File: config.mk
export PLATFORM = sky130hd
export DESIGN_NAME = selective_repeat_receive_window
export DESIGN_NICKNAME = d
export VERILOG_FILES = /design/src/hw/rtl/srrw_pkg.sv /design/src/hw/rtl/srrw_ctrl.sv /design/src/hw/rtl/srrw_dp.sv /design/src/hw/rtl/selective_repeat_receive_window.sv
export VERILOG_INCLUDE_DIRS = /design/src /design/src/hw/rtl
export SDC_FILE = /design/constraint.sdc
export NUM_CORES = 1
export LEC_CHECK = 0
export BUFFER_PORTS_ARGS = -buffer_cell sky130_fd_sc_hd__clkbuf_2
export CORE_MARGIN = 4
export CORE_UTILIZATION = 64
export DETAILED_ROUTE_END_ITERATION = 6
export PLACE_DENSITY = 0.9
export SYNTH_ARGS = -nofsm -noshare
export SYNTH_HDL_FRONTEND = slang
export SYNTH_SLANG_ARGS = --single-unit
File: constraint.sdc
create_clock -name clk -period 5.1 [get_ports clk]
set_clock_uncertainty 0.15 [all_clocks]
set_input_delay 0.51 -clock clk [delete_from_list [all_inputs] [get_ports clk]]
set_output_delay 0.51 -clock clk [all_outputs]
set_load 0.005 [all_outputs]
File: src/hw/rtl/selective_repeat_receive_window_defines.svh
// ----------------------------------------------------------------------------
// selective repeat receive window assertion macros
// shared property wrappers for the receive window checks
// ----------------------------------------------------------------------------
`ifndef SELECTIVE_REPEAT_RECEIVE_WINDOW_DEFINES_SVH
`define SELECTIVE_REPEAT_RECEIVE_WINDOW_DEFINES_SVH

// same-cycle implication, disabled in reset
`define SRRW_ASSERT_NOW(label, clk, rst_n, ante, cons, msg) \
  label: assert property (@(posedge clk) disable iff (!rst_n) (ante) |-> (cons)) \
    else $error(msg);

// next-cycle implication, disabled in reset
`define SRRW_ASSERT_NEXT(label, clk, rst_n, ante, cons, msg) \
  label: assert property (@(posedge clk) disable iff (!rst_n) (ante) |=> (cons)) \
    else $error(msg);

`endif

File: src/hw/rtl/srrw_pkg.sv
// ----------------------------------------------------------------------------
// srrw_pkg
// widths, status codes and controller/datapath interface types
// ----------------------------------------------------------------------------
package srrw_pkg;

  // field widths
  localparam int SEQ_W       = 8;
  localparam int MAP_W       = 32;
  localparam int POS_W       = 5;
  localparam int RUN_W       = 6;
  localparam int CNT_W       = 5;
  localparam int FREE_W      = 5;
  localparam int ST_W        = 2;
  localparam int IN_TDATA_W  = 8;
  localparam int OUT_TDATA_W = 24;

  // window capacity
  localparam logic [FREE_W-1:0] WINDOW_SLOTS = 5'd31;

  // result status codes
  localparam logic [ST_W-1:0] ST_IGNORED   = 2'd0;
  localparam logic [ST_W-1:0] ST_BUFFERED  = 2'd1;
  localparam logic [ST_W-1:0] ST_DELIVERED = 2'd2;

  // commands from controller to datapath
  typedef struct packed {
    logic capture;      // latch the incoming sequence number
    logic eval_commit;  // commit ignore/buffer decision and load result
    logic walk_start;   // load the rotated map for the release walk
    logic walk_commit;  // commit released run and load result
  } dp_cmd_t;

  // status from datapath to controller
  typedef struct packed {
    logic deliver;      // the latched number is the next expected one
  } dp_stat_t;

endpackage

File: src/hw/rtl/srrw_ctrl.sv
// ----------------------------------------------------------------------------
// srrw_ctrl
// request sequencer: capture, evaluate, optional release walk, result handoff
// ----------------------------------------------------------------------------
module srrw_ctrl (
  input  logic               clk,
  input  logic               rst_n,
  input  logic               in_tvalid,
  output logic               in_tready,
  output logic               out_tvalid,
  input  logic               out_tready,
  input  srrw_pkg::dp_stat_t stat,
  output srrw_pkg::dp_cmd_t  cmd
);

  localparam logic [1:0] S_IDLE = 2'd0;
  localparam logic [1:0] S_EVAL = 2'd1;
  localparam logic [1:0] S_WALK = 2'd2;

  logic [1:0] state_r, state_nxt;
  logic       out_valid_r, out_valid_nxt;
  logic       out_free;

  // result register can take a new value this cycle
  assign out_free = !out_valid_r || out_tready;

  assign in_tready  = (state_r == S_IDLE);
  assign out_tvalid = out_valid_r;

  // next state and commands
  always_comb begin
    state_nxt       = state_r;
    cmd             = '0;
    out_valid_nxt   = out_valid_r && !out_tready;
    case (state_r)
      S_IDLE: begin
        if (in_tvalid) begin
          cmd.capture = 1'b1;
          state_nxt   = S_EVAL;
        end
      end
      S_EVAL: begin
        if (stat.deliver) begin
          cmd.walk_start = 1'b1;
          state_nxt      = S_WALK;
        end else if (out_free) begin
          cmd.eval_commit = 1'b1;
          out_valid_nxt   = 1'b1;
          state_nxt       = S_IDLE;
        end
      end
      S_WALK: begin
        if (out_free) begin
          cmd.walk_commit = 1'b1;
          out_valid_nxt   = 1'b1;
          state_nxt       = S_IDLE;
        end
      end
      default: begin
        state_nxt = S_IDLE;
      end
    endcase
  end

  // control registers
  always_ff @(posedge clk) begin
    if (!rst_n) begin
      state_r     <= S_IDLE;
      out_valid_r <= 1'b0;
    end else begin
      state_r     <= state_nxt;
      out_valid_r <= out_valid_nxt;
    end
  end

endmodule

File: src/hw/rtl/srrw_dp.sv
// ----------------------------------------------------------------------------
// srrw_dp
// window state, window check, release walk and result register
// ----------------------------------------------------------------------------
module srrw_dp (
  input  logic                                clk,
  input  logic                                rst_n,
  input  srrw_pkg::dp_cmd_t                   cmd,
  output srrw_pkg::dp_stat_t                  stat,
  input  logic [srrw_pkg::IN_TDATA_W-1:0]     in_data,
  output logic [srrw_pkg::OUT_TDATA_W-1:0]    out_data
);

  // window state
  logic [srrw_pkg::SEQ_W-1:0]  seq_r, seq_nxt;
  logic [srrw_pkg::SEQ_W-1:0]  last_r, last_nxt;
  logic [srrw_pkg::MAP_W-1:0]  map_r, map_nxt;
  logic [srrw_pkg::FREE_W-1:0] free_r, free_nxt;
  logic [srrw_pkg::MAP_W-1:0]  rot_r, rot_nxt;

  // result register
  logic [srrw_pkg::ST_W-1:0]   ost_r, ost_nxt;
  logic [srrw_pkg::CNT_W-1:0]  ocnt_r, ocnt_nxt;
  logic [srrw_pkg::SEQ_W-1:0]  olast_r, olast_nxt;
  logic [srrw_pkg::FREE_W-1:0] ofree_r, ofree_nxt;

  // evaluation terms
  logic [srrw_pkg::SEQ_W-1:0]    seq_dist;
  logic [srrw_pkg::POS_W-1:0]    pos;
  logic [srrw_pkg::MAP_W-1:0]    bit_vec;
  logic [srrw_pkg::MAP_W-1:0]    marked;
  logic [2*srrw_pkg::MAP_W-1:0]  dbl_rot;
  logic                          hit;
  logic                          in_win;
  logic                          is_next;
  logic                          do_buffer;

  // walk terms
  logic [srrw_pkg::RUN_W-1:0]    run_len;
  logic [srrw_pkg::MAP_W-1:0]    low_mask;
  logic [srrw_pkg::MAP_W-1:0]    cleared;
  logic [2*srrw_pkg::MAP_W-1:0]  dbl_back;
  logic [srrw_pkg::RUN_W:0]      free_sum;
  logic [srrw_pkg::FREE_W-1:0]   free_walk;
  logic [srrw_pkg::SEQ_W-1:0]    last_walk;

  // window check on the latched number
  assign seq_dist  = seq_r - last_r;
  assign pos       = seq_r[srrw_pkg::POS_W-1:0];
  assign bit_vec   = srrw_pkg::MAP_W'(1) << pos;
  assign hit       = |(map_r & bit_vec);
  assign in_win    = (seq_dist != '0) && (seq_dist < srrw_pkg::SEQ_W'(srrw_pkg::MAP_W));
  assign is_next   = (seq_dist == srrw_pkg::SEQ_W'(1));
  assign do_buffer = in_win && !hit && !is_next && (free_r != '0);
  assign stat.deliver = in_win && !hit && is_next;

  // rotate the marked map so the next expected slot sits at bit zero
  assign marked  = map_r | bit_vec;
  assign dbl_rot = {marked, marked} >> pos;

  // length of the run of marks from bit zero
  always_comb begin
    run_len = srrw_pkg::RUN_W'(srrw_pkg::MAP_W);
    for (int i = srrw_pkg::MAP_W - 1; i >= 0; i--) begin
      if (!rot_r[i]) run_len = srrw_pkg::RUN_W'(i);
    end
  end

  // clear the released run and rotate back into place
  always_comb begin
    for (int i = 0; i < srrw_pkg::MAP_W; i++) begin
      low_mask[i] = (srrw_pkg::RUN_W'(i) < run_len);
    end
  end
  assign cleared  = rot_r & ~low_mask;
  assign dbl_back = {cleared, cleared} << pos;

  // advance last in-order number and return slots, saturating at capacity
  assign last_walk = last_r + srrw_pkg::SEQ_W'(run_len);
  assign free_sum  = (srrw_pkg::RUN_W+1)'(free_r) + (srrw_pkg::RUN_W+1)'(run_len)
                     - (srrw_pkg::RUN_W+1)'(1);
  assign free_walk = (free_sum > (srrw_pkg::RUN_W+1)'(srrw_pkg::WINDOW_SLOTS)) ?
                     srrw_pkg::WINDOW_SLOTS : free_sum[srrw_pkg::FREE_W-1:0];

  // next values
  always_comb begin
    seq_nxt   = seq_r;
    last_nxt  = last_r;
    map_nxt   = map_r;
    free_nxt  = free_r;
    rot_nxt   = rot_r;
    ost_nxt   = ost_r;
    ocnt_nxt  = ocnt_r;
    olast_nxt = olast_r;
    ofree_nxt = ofree_r;
    if (cmd.capture) begin
      seq_nxt = in_data[srrw_pkg::SEQ_W-1:0];
    end
    if (cmd.eval_commit) begin
      ocnt_nxt  = '0;
      olast_nxt = last_r;
      if (do_buffer) begin
        map_nxt   = map_r | bit_vec;
        free_nxt  = free_r - srrw_pkg::FREE_W'(1);
        ost_nxt   = srrw_pkg::ST_BUFFERED;
        ofree_nxt = free_r - srrw_pkg::FREE_W'(1);
      end else begin
        ost_nxt   = srrw_pkg::ST_IGNORED;
        ofree_nxt = free_r;
      end
    end
    if (cmd.walk_start) begin
      rot_nxt = dbl_rot[srrw_pkg::MAP_W-1:0];
    end
    if (cmd.walk_commit) begin
      map_nxt   = dbl_back[2*srrw_pkg::MAP_W-1:srrw_pkg::MAP_W];
      last_nxt  = last_walk;
      free_nxt  = free_walk;
      ost_nxt   = srrw_pkg::ST_DELIVERED;
      ocnt_nxt  = run_len[srrw_pkg::CNT_W-1:0];
      olast_nxt = last_walk;
      ofree_nxt = free_walk;
    end
  end

  // window state, reset to next expected zero and an empty map
  always_ff @(posedge clk) begin
    if (!rst_n) begin
      last_r <= '1;
      map_r  <= '0;
      free_r <= srrw_pkg::WINDOW_SLOTS;
    end else begin
      last_r <= last_nxt;
      map_r  <= map_nxt;
      free_r <= free_nxt;
    end
  end

  // payload registers
  always_ff @(posedge clk) begin
    seq_r   <= seq_nxt;
    rot_r   <= rot_nxt;
    ost_r   <= ost_nxt;
    ocnt_r  <= ocnt_nxt;
    olast_r <= olast_nxt;
    ofree_r <= ofree_nxt;
  end

  // pack result, status in the low bits
  assign out_data = {4'b0000, ofree_r, olast_r, ocnt_r, ost_r};

endmodule

File: src/hw/rtl/selective_repeat_receive_window.sv
// ----------------------------------------------------------------------------
// selective_repeat_receive_window
// receiver side of a selective-repeat window over 8-bit sequence numbers
// ----------------------------------------------------------------------------
//  channel | dir | tdata bits | fields (lsb first)
//  in_     | in  | 8          | seq_number[7:0]
//  out_    | out | 24         | status[1:0] delivered_count[6:2]
//          |     |            | last_in_order_out[14:7] free_slots_out[19:15]
//
//  one request at a time: an ignored or buffered number goes through capture and
//  window check; an in-order delivery adds a release walk with a run priority
//  encode over the 32-bit map.
//  synchronous active-low reset: last in-order 255, empty map, 31 free slots.
//  a finished result sits in the output register; a new request is taken
//  while it waits, and the block stalls before its next commit until it drains.
// ----------------------------------------------------------------------------
`include "selective_repeat_receive_window_defines.svh"

module selective_repeat_receive_window (
  input  logic                                clk,
  input  logic                                rst_n,
  input  logic                                in_tvalid,
  output logic                                in_tready,
  input  logic [srrw_pkg::IN_TDATA_W-1:0]     in_tdata,   // seq_number[7:0]
  output logic                                out_tvalid,
  input  logic                                out_tready,
  // status[1:0], delivered_count[6:2], last_in_order_out[14:7],
  // free_slots_out[19:15], zero fill[23:20]
  output logic [srrw_pkg::OUT_TDATA_W-1:0]    out_tdata
);

  srrw_pkg::dp_cmd_t  cmd;
  srrw_pkg::dp_stat_t stat;

  // sequencer
  srrw_ctrl u_ctrl (
    .clk        (clk),
    .rst_n      (rst_n),
    .in_tvalid  (in_tvalid),
    .in_tready  (in_tready),
    .out_tvalid (out_tvalid),
    .out_tready (out_tready),
    .stat       (stat),
    .cmd        (cmd)
  );

  // window datapath
  srrw_dp u_dp (
    .clk      (clk),
    .rst_n    (rst_n),
    .cmd      (cmd),
    .stat     (stat),
    .in_data  (in_tdata),
    .out_data (out_tdata)
  );

  // result fields for checks
  logic [srrw_pkg::ST_W-1:0]   chk_status;
  logic [srrw_pkg::CNT_W-1:0]  chk_count;
  logic [srrw_pkg::FREE_W-1:0] chk_free;

  assign chk_status = out_tdata[1:0];
  assign chk_count  = out_tdata[6:2];
  assign chk_free   = out_tdata[19:15];

  // a delivery always releases at least one packet
  `SRRW_ASSERT_NOW(a_deliver_count, clk, rst_n,
    out_tvalid && (chk_status == srrw_pkg::ST_DELIVERED), chk_count != '0,
    "delivered result with zero count")

  // ignored and buffered results release nothing
  `SRRW_ASSERT_NOW(a_other_count, clk, rst_n,
    out_tvalid && (chk_status != srrw_pkg::ST_DELIVERED), chk_count == '0,
    "non-delivered result with nonzero count")

  // free slots never exceed the window capacity
  `SRRW_ASSERT_NOW(a_free_cap, clk, rst_n,
    out_tvalid, chk_free <= srrw_pkg::WINDOW_SLOTS,
    "free slot count above capacity")

  // one request in flight: no new request right after an accept
  `SRRW_ASSERT_NEXT(a_one_in_flight, clk, rst_n,
    in_tvalid && in_tready, !in_tready,
    "request accepted while previous one in flight")

endmodule

# Word-level counts from Yosys, hierarchy flattened

Cells that the tools add are included.

Flip-flop bits (word level): 108
Bits of input ports: 12
Output and inout bits: 26
Logic and storage cells: 137

Add/subtract/negate cells: 5
$lt $le $gt $ge: 34
Equal/unequal tests: 4
Shifts and indexed selects: 3
Muxes and demuxes: 58
Bitwise logic cells: 4
Reductions and logical operators: 18

Operator list:

| kind                   | number |
|---|---|
| $mux W6                | 32 |
| $lt A5 B6 Y1 const A   | 16 |
| $mux W32               | 3 |
| $and A32 B32 Y32       | 2 |
| $shl A64 B5 Y64        | 1 |
| $shr A64 B5 Y32        | 1 |
| $lt A4 B6 Y1 const A   | 8 |
| $not A32 Y32           | 1 |
| $or A32 B32 Y32        | 1 |
| $reduce_or A32 Y1      | 1 |
| $shl A1 B5 Y32 const A | 1 |
| $mux W5                | 6 |
| $lt A3 B6 Y1 const A   | 4 |
| $mux W8                | 2 |
| $lt A1 B6 Y1 const A   | 2 |
| $lt A2 B6 Y1 const A   | 2 |
| $mux W1                | 9 |
| $add A8 B6 Y8          | 1 |
| $eq A8 B1 Y1 const B   | 1 |
| $lt A8 B6 Y1 const B   | 1 |
| $mux W2                | 4 |
| $reduce_bool A8 Y1     | 1 |
| $sub A8 B8 Y8          | 1 |
| $add A5 B6 Y7          | 1 |
| 15 further kinds       | 24 |

# Depth between registers and ports, before layout

Depth after elaboration: 37
Mapped depth: 24
Gate-level depth less buffers: 21

# Modules after synthesis

Synthesis repeated with hierarchy kept, for this count alone.

Cell total of the unflattened synthesis: 1,260
Area total of the unflattened synthesis: 10,501.3 sq um

By module, submodules not included:

| module    | times used | cells each | area each (sq um) | sequential area each (sq um) |
|---|---|---|---|---|
| srrw_dp   | 1          | 1,229      | 10,246.1          | 2,682.6 |
| srrw_ctrl | 1          | 31         | 255.2             | 60.1 |

# Worst setup path after synthesis

No wires, ideal clock.

Kind: flip-flop to flip-flop
Start point: register u_dp.seq_r[0] (netlist bit)
End point: register u_ctrl.state_r[1]
Data arrival time: 4.213 ns
Required time: 4.880 ns
Slack: 0.667 ns
Stages on the path, launching flop included: 15
Cell sequence: edfxtp_1 > clkinv_1 > clkbuf_1 > buf_1 > clkbuf_1 > ha_1 > fa_1 > nor2b_1 > o31a_1 > a211o_1 > a311oi_1 > and3_1 > and2_1 > o21ai_0 > a21oi_1

Word-level cells in the longest chain between the ends: 8
Elaborated cells on any way between the ends: 13
Those cells by class: add/sub: 1; order compare: 1; eq/ne: 1; shift: 1; mux: 2; bitwise: 1; reduce/logical: 6

Ends and longest elaborated chain:

| item                                                                  | RTL line        | text |
|---|---|---|
| from (decl)                                                           | srrw_dp.sv:15   | `logic [srrw_pkg::SEQ_W-1:0] seq_r, seq_nxt;` |
| from (signal assigned)                                                | srrw_dp.sv:141  | `seq_r <= seq_nxt;` |
| parallel branches: the longest is 5 deep, another holds $sub A8 B8 Y8 | -               |  |
| $logic_and A1 B1 Y1 (*)                                               | srrw_dp.sv:55   | `assign stat.deliver = in_win && !hit && is_next;` |
| $mux W2 (*)                                                           | srrw_ctrl.sv:43 | `if (stat.deliver) begin` |
| $pmux W2 S3 (*)                                                       | srrw_ctrl.sv:35 | `case (state_r)` |
| to (signal assigned)                                                  | srrw_ctrl.sv:71 | `state_r <= state_nxt;` |
| to (decl)                                                             | srrw_ctrl.sv:20 | `logic [1:0] state_r, state_nxt;` |

Mark *: on every way between the ends.
A chain may end at the register's enable or synchronous reset.

# Worst setup path in the final report

Start point: register u_dp.rot_r[0] (netlist bit)
End point: register u_dp.ofree_r[3] (netlist bit) (data pin)

Word-level cells in the longest chain between the ends: 6

Ends and longest elaborated chain:

| item                             | RTL line       | text |
|---|---|---|
| from (decl)                      | srrw_dp.sv:19  | `logic [srrw_pkg::MAP_W-1:0] rot_r, rot_nxt;` |
| from (signal assigned)           | srrw_dp.sv:142 | `rot_r <= rot_nxt;` |
| $mux W6 (*)                      | srrw_dp.sv:65  | `if (!rot_r[i]) run_len = srrw_pkg::RUN_W'(i);` |
| $add A5 B6 Y7 (*)                | srrw_dp.sv:80  | `assign free_sum = (srrw_pkg::RUN_W+1)'(free_r) + (srrw_pkg::RUN_W+1)'(run_len)` |
| $sub A7 B1 Y7 (*)                | srrw_dp.sv:81  | `- (srrw_pkg::RUN_W+1)'(1);` |
| $gt A7 B5 Y1                     | srrw_dp.sv:82  | `assign free_walk = (free_sum > (srrw_pkg::RUN_W+1)'(srrw_pkg::WINDOW_SLOTS)) ?` |
| $mux W5 (*)                      | srrw_dp.sv:82  |  |
| $mux W5 (*)                      | srrw_dp.sv:115 | `if (cmd.walk_commit) begin` |
| named net u_dp.free_nxt, one bit | srrw_dp.sv:18  | `logic [srrw_pkg::FREE_W-1:0] free_r, free_nxt;` |
| to (signal assigned)             | srrw_dp.sv:146 | `ofree_r <= ofree_nxt;` |
| to (decl)                        | srrw_dp.sv:25  | `logic [srrw_pkg::FREE_W-1:0] ofree_r, ofree_nxt;` |

Mark *: on every way through the listed nets, which the timed path passes. The rest lies on a longest branch.

==> results.md <==
- Run status: finished, violations left
- Failing checks: design-rule violations
- CTS tree: yes
- Hold Path Sink: u_dp.seq_r[3]
- Hold_buf cts: 0
- Register area share after synthesis: 0.266
- Synth Instances: 1,275
- Initial Util: 0.652
- Met3 global-route usage: 0.0745
- Setup total negative slack: 0 ns
- R2r setup slk: 0.43 ns
- Count leader, synth: nand2_1
- VDD IR max: 0.201 mV
- Syn avg cell area: 8.09 um2
- Final Slew Violations: 0
- Final worst-path cycle share: 0.916
- Num ports: 38
- Hold_ws: 0.166 ns
- Iter 0 DRT Violations: 2,103
- Longest Clk Path Bufs: 2
- Tot GR Track Use: 0.360
- Power Dens Cells: 195 nW/um2
- Most area-hungry cell type in the Yosys netlist: edfxtp_1
- Reg2reg end: u_dp.ofree_r[3]
- Fmax: 0.214 GHz
- Die footprint: 18,200 um2
- Crit path launch type: flop
- DRT Pass-1 Iters: 7
- Post-synth EDFFs: 58
- GRT overflow: 0
- GPL Wtd Cong: 1.03
- Register-to-Register Path Depth: 19
- Static Leakage: 0.00429 uW
- Clock root cell: clkbuf_16
- Critical Path RT: 5.07 ns
- Global-route layer with the greatest usage: met2
- Core ar.: 15,800 um2
- Worst-path maximum fanout: 12
- CP Class: flop to flop
- Largest cells by area after synthesis: edfxtp_1 17%, dfxtp_1 9.7%, mux2i_1 8.0%
- First-pass GRT wire length: 51.8 mm
- Hold Path Origin: in_tdata[3]
- H-tree Lvls: 3
- Final instance area: 10,800 um2
- CTS Buf Count: 9
- Die width: 135 um
- Clock Latency Late Sink: 0.36 ns
- Synth Register Bits: 108
- Synth async-reset ratio: 0
- DR vias: 10,625
- M1 GR Usage: 0.505
- Die H: 135 um
- RSZ-0062 raised after global routing: no
- Placed cell area: 10,600 um2
- Worst EP arrival: 4.64 ns
- Synthesized area: 10,300 um2
- Syn. warnings: 0
- Vias per cell: 7.22
- Synth Flop Type: edfxtp_1
- Period minus WS final: 4.67 ns
- Slew margin rel.: 0.229
- Dpl hpwl: 24.9 mm
- Yosys top cell area share: 0.169
- N_diodes: 0
- Max-cap violations: 0
- Reg2reg start: u_dp.rot_r[0]
- Yosys cell types: 92
- Synth cell count leaders: 165 x nand2_1, 111 x nor2_1, 93 x o21ai_0, 82 x mux2i_1, 74 x a21oi_1
- HP Class: input pin to flop
- WHS Path Cells: 1
- Final Setup Violations: 0
- Setup bufs post-CTS: 0
- Final Hold Fails: 0
- Initial antenna violation count: 0
- Port bufs: 33
- DRC Markers: 1
- Synth-to-layout area growth: 5.10%
- Layout cells sized above 1: 0.133
- Clock-pin transition on the worst setup and hold timing paths: 0.08 ns
- Post-cts repair resize count: 0
- Wire per inst: 22.7 um
- Setup crit end kind: flop
- Worst Max-Slew Pin Slew: 1.14 ns
- Routed Antenna Nets: 0
- Final #Nets: 1,294
- Sink Count: 108
- Largest net degree at the start of global routing: 103
- Rows: 46
- Routed WL: 33.4 mm
- Vias in the first global route: 9,417
- Met2 Usage GRT: 0.527
-- routing by layer --
metal | vias up | routed length (um)
li1 | 4739 | -
met1 | 4809 | 12900
met5 | - | 0
met4 | 0 | 2060
met2 | 901 | 13800
met3 | 176 | 4650
-- power by group --
group | internal (uW) | switching, uW | total (uW)
combinational | 161 | 309 | 470
sequential | 933 | 15.7 | 949
clock | 357 | 338 | 694
-- layout by cell type, fill, tap and decap left out, drive strengths merged, types with 14 or more instances in the layout --
| cell type | n |
|---|---|
| and3 | 17 |
| ha | 28 |
| nor2b | 21 |
| clkbuf | 44 |
| nand4 | 15 |
| mux4 | 19 |
| nor2 | 112 |
| o31ai | 20 |
| nand2 | 165 |
| nand3 | 35 |
| mux2i | 82 |
| o211ai | 14 |
| nor3 | 26 |
| a211oi | 17 |
| o21ai | 100 |
| inv | 53 |
| buf | 29 |
| a31oi | 23 |
| dfxtp | 50 |
| mux2 | 24 |
| edfxtp | 58 |
| a21oi | 76 |
-- cell type report --
class / count / area [um2]
multi-input combinational: 1016 / 6940
fill: 1278 / 4980
sequential: 108 / 2740
timing repair buffer: 62 / 395
tap: 216 / 270
clock buffer: 11 / 246
inverter: 54 / 204
clock inverter: 5 / 45.0
-- metrics by stage --
stage	cells	setup slack (ns)	util	total power (uW)
after detailed placement	1456	0.560	0.667	1410
after global placement	1456	0.792	0.667	1410
after global routing	1472	0.0456	0.685	2180
after floorplan	1278	0.667	-	1300
final	1472	0.427	0.685	2110
after CTS	1472	0.486	0.685	2090
-- cell families after synthesis --
family	Yosys count	share of synthesized area
xor+xnor	11	0.00934
mux	125	0.147
buf+inv	154	0.0626
fa+ha+maj	31	0.0398
other cells	2	0.000728
simple gates	454	0.212
compound gates	390	0.263
flops	108	0.266
-- sequential cells by signal, summed over array words and instances, names as in the netlist --
signal,cells
u_ctrl.out_tvalid,1
u_ctrl.state_r,2
u_dp.free_r,5
u_dp.last_r,8
u_dp.map_r,32
u_dp.ocnt_r,5
u_dp.ofree_r,5
u_dp.olast_r,8
u_dp.ost_r,2
u_dp.rot_r,32
u_dp.seq_r,8
-- worst max-delay path, stage by stage, from the launching register on --
cell and delay [ns]:
edfxtp_1 0.62, nand4_1 0.14, a31o_1 0.21, a22oi_1 0.29, and2_1 0.37, clkinv_2 0.10, ha_1 0.28, inv_1 0.07
ha_1 0.17, inv_1 0.06, fa_1 0.39, nor2b_1 0.21, o21ai_0 0.15, nor3b_1 0.27, o21ai_0 0.11, a21bo_2 0.20
a21oi_1 0.12, or3_1 0.36, o21ai_0 0.10, inv_1 0.06
-- worst max path at each step --
stage	slack [ns]	startpoint	end
after global placement	0.79	u_dp.rot_r[0]	u_dp.ofree_r[3]
after floorplan	0.67	u_dp.seq_r[0]	u_ctrl.state_r[1]
after CTS	0.49	u_dp.rot_r[0]	u_dp.ofree_r[3]
final	0.43	u_dp.rot_r[0]	u_dp.ofree_r[3]
after global routing	0.05	u_dp.rot_r[0]	u_dp.ofree_r[3]
after detailed placement	0.56	u_dp.rot_r[0]	u_dp.ofree_r[3]
Note: power is estimated with default switching activity, not from simulation.
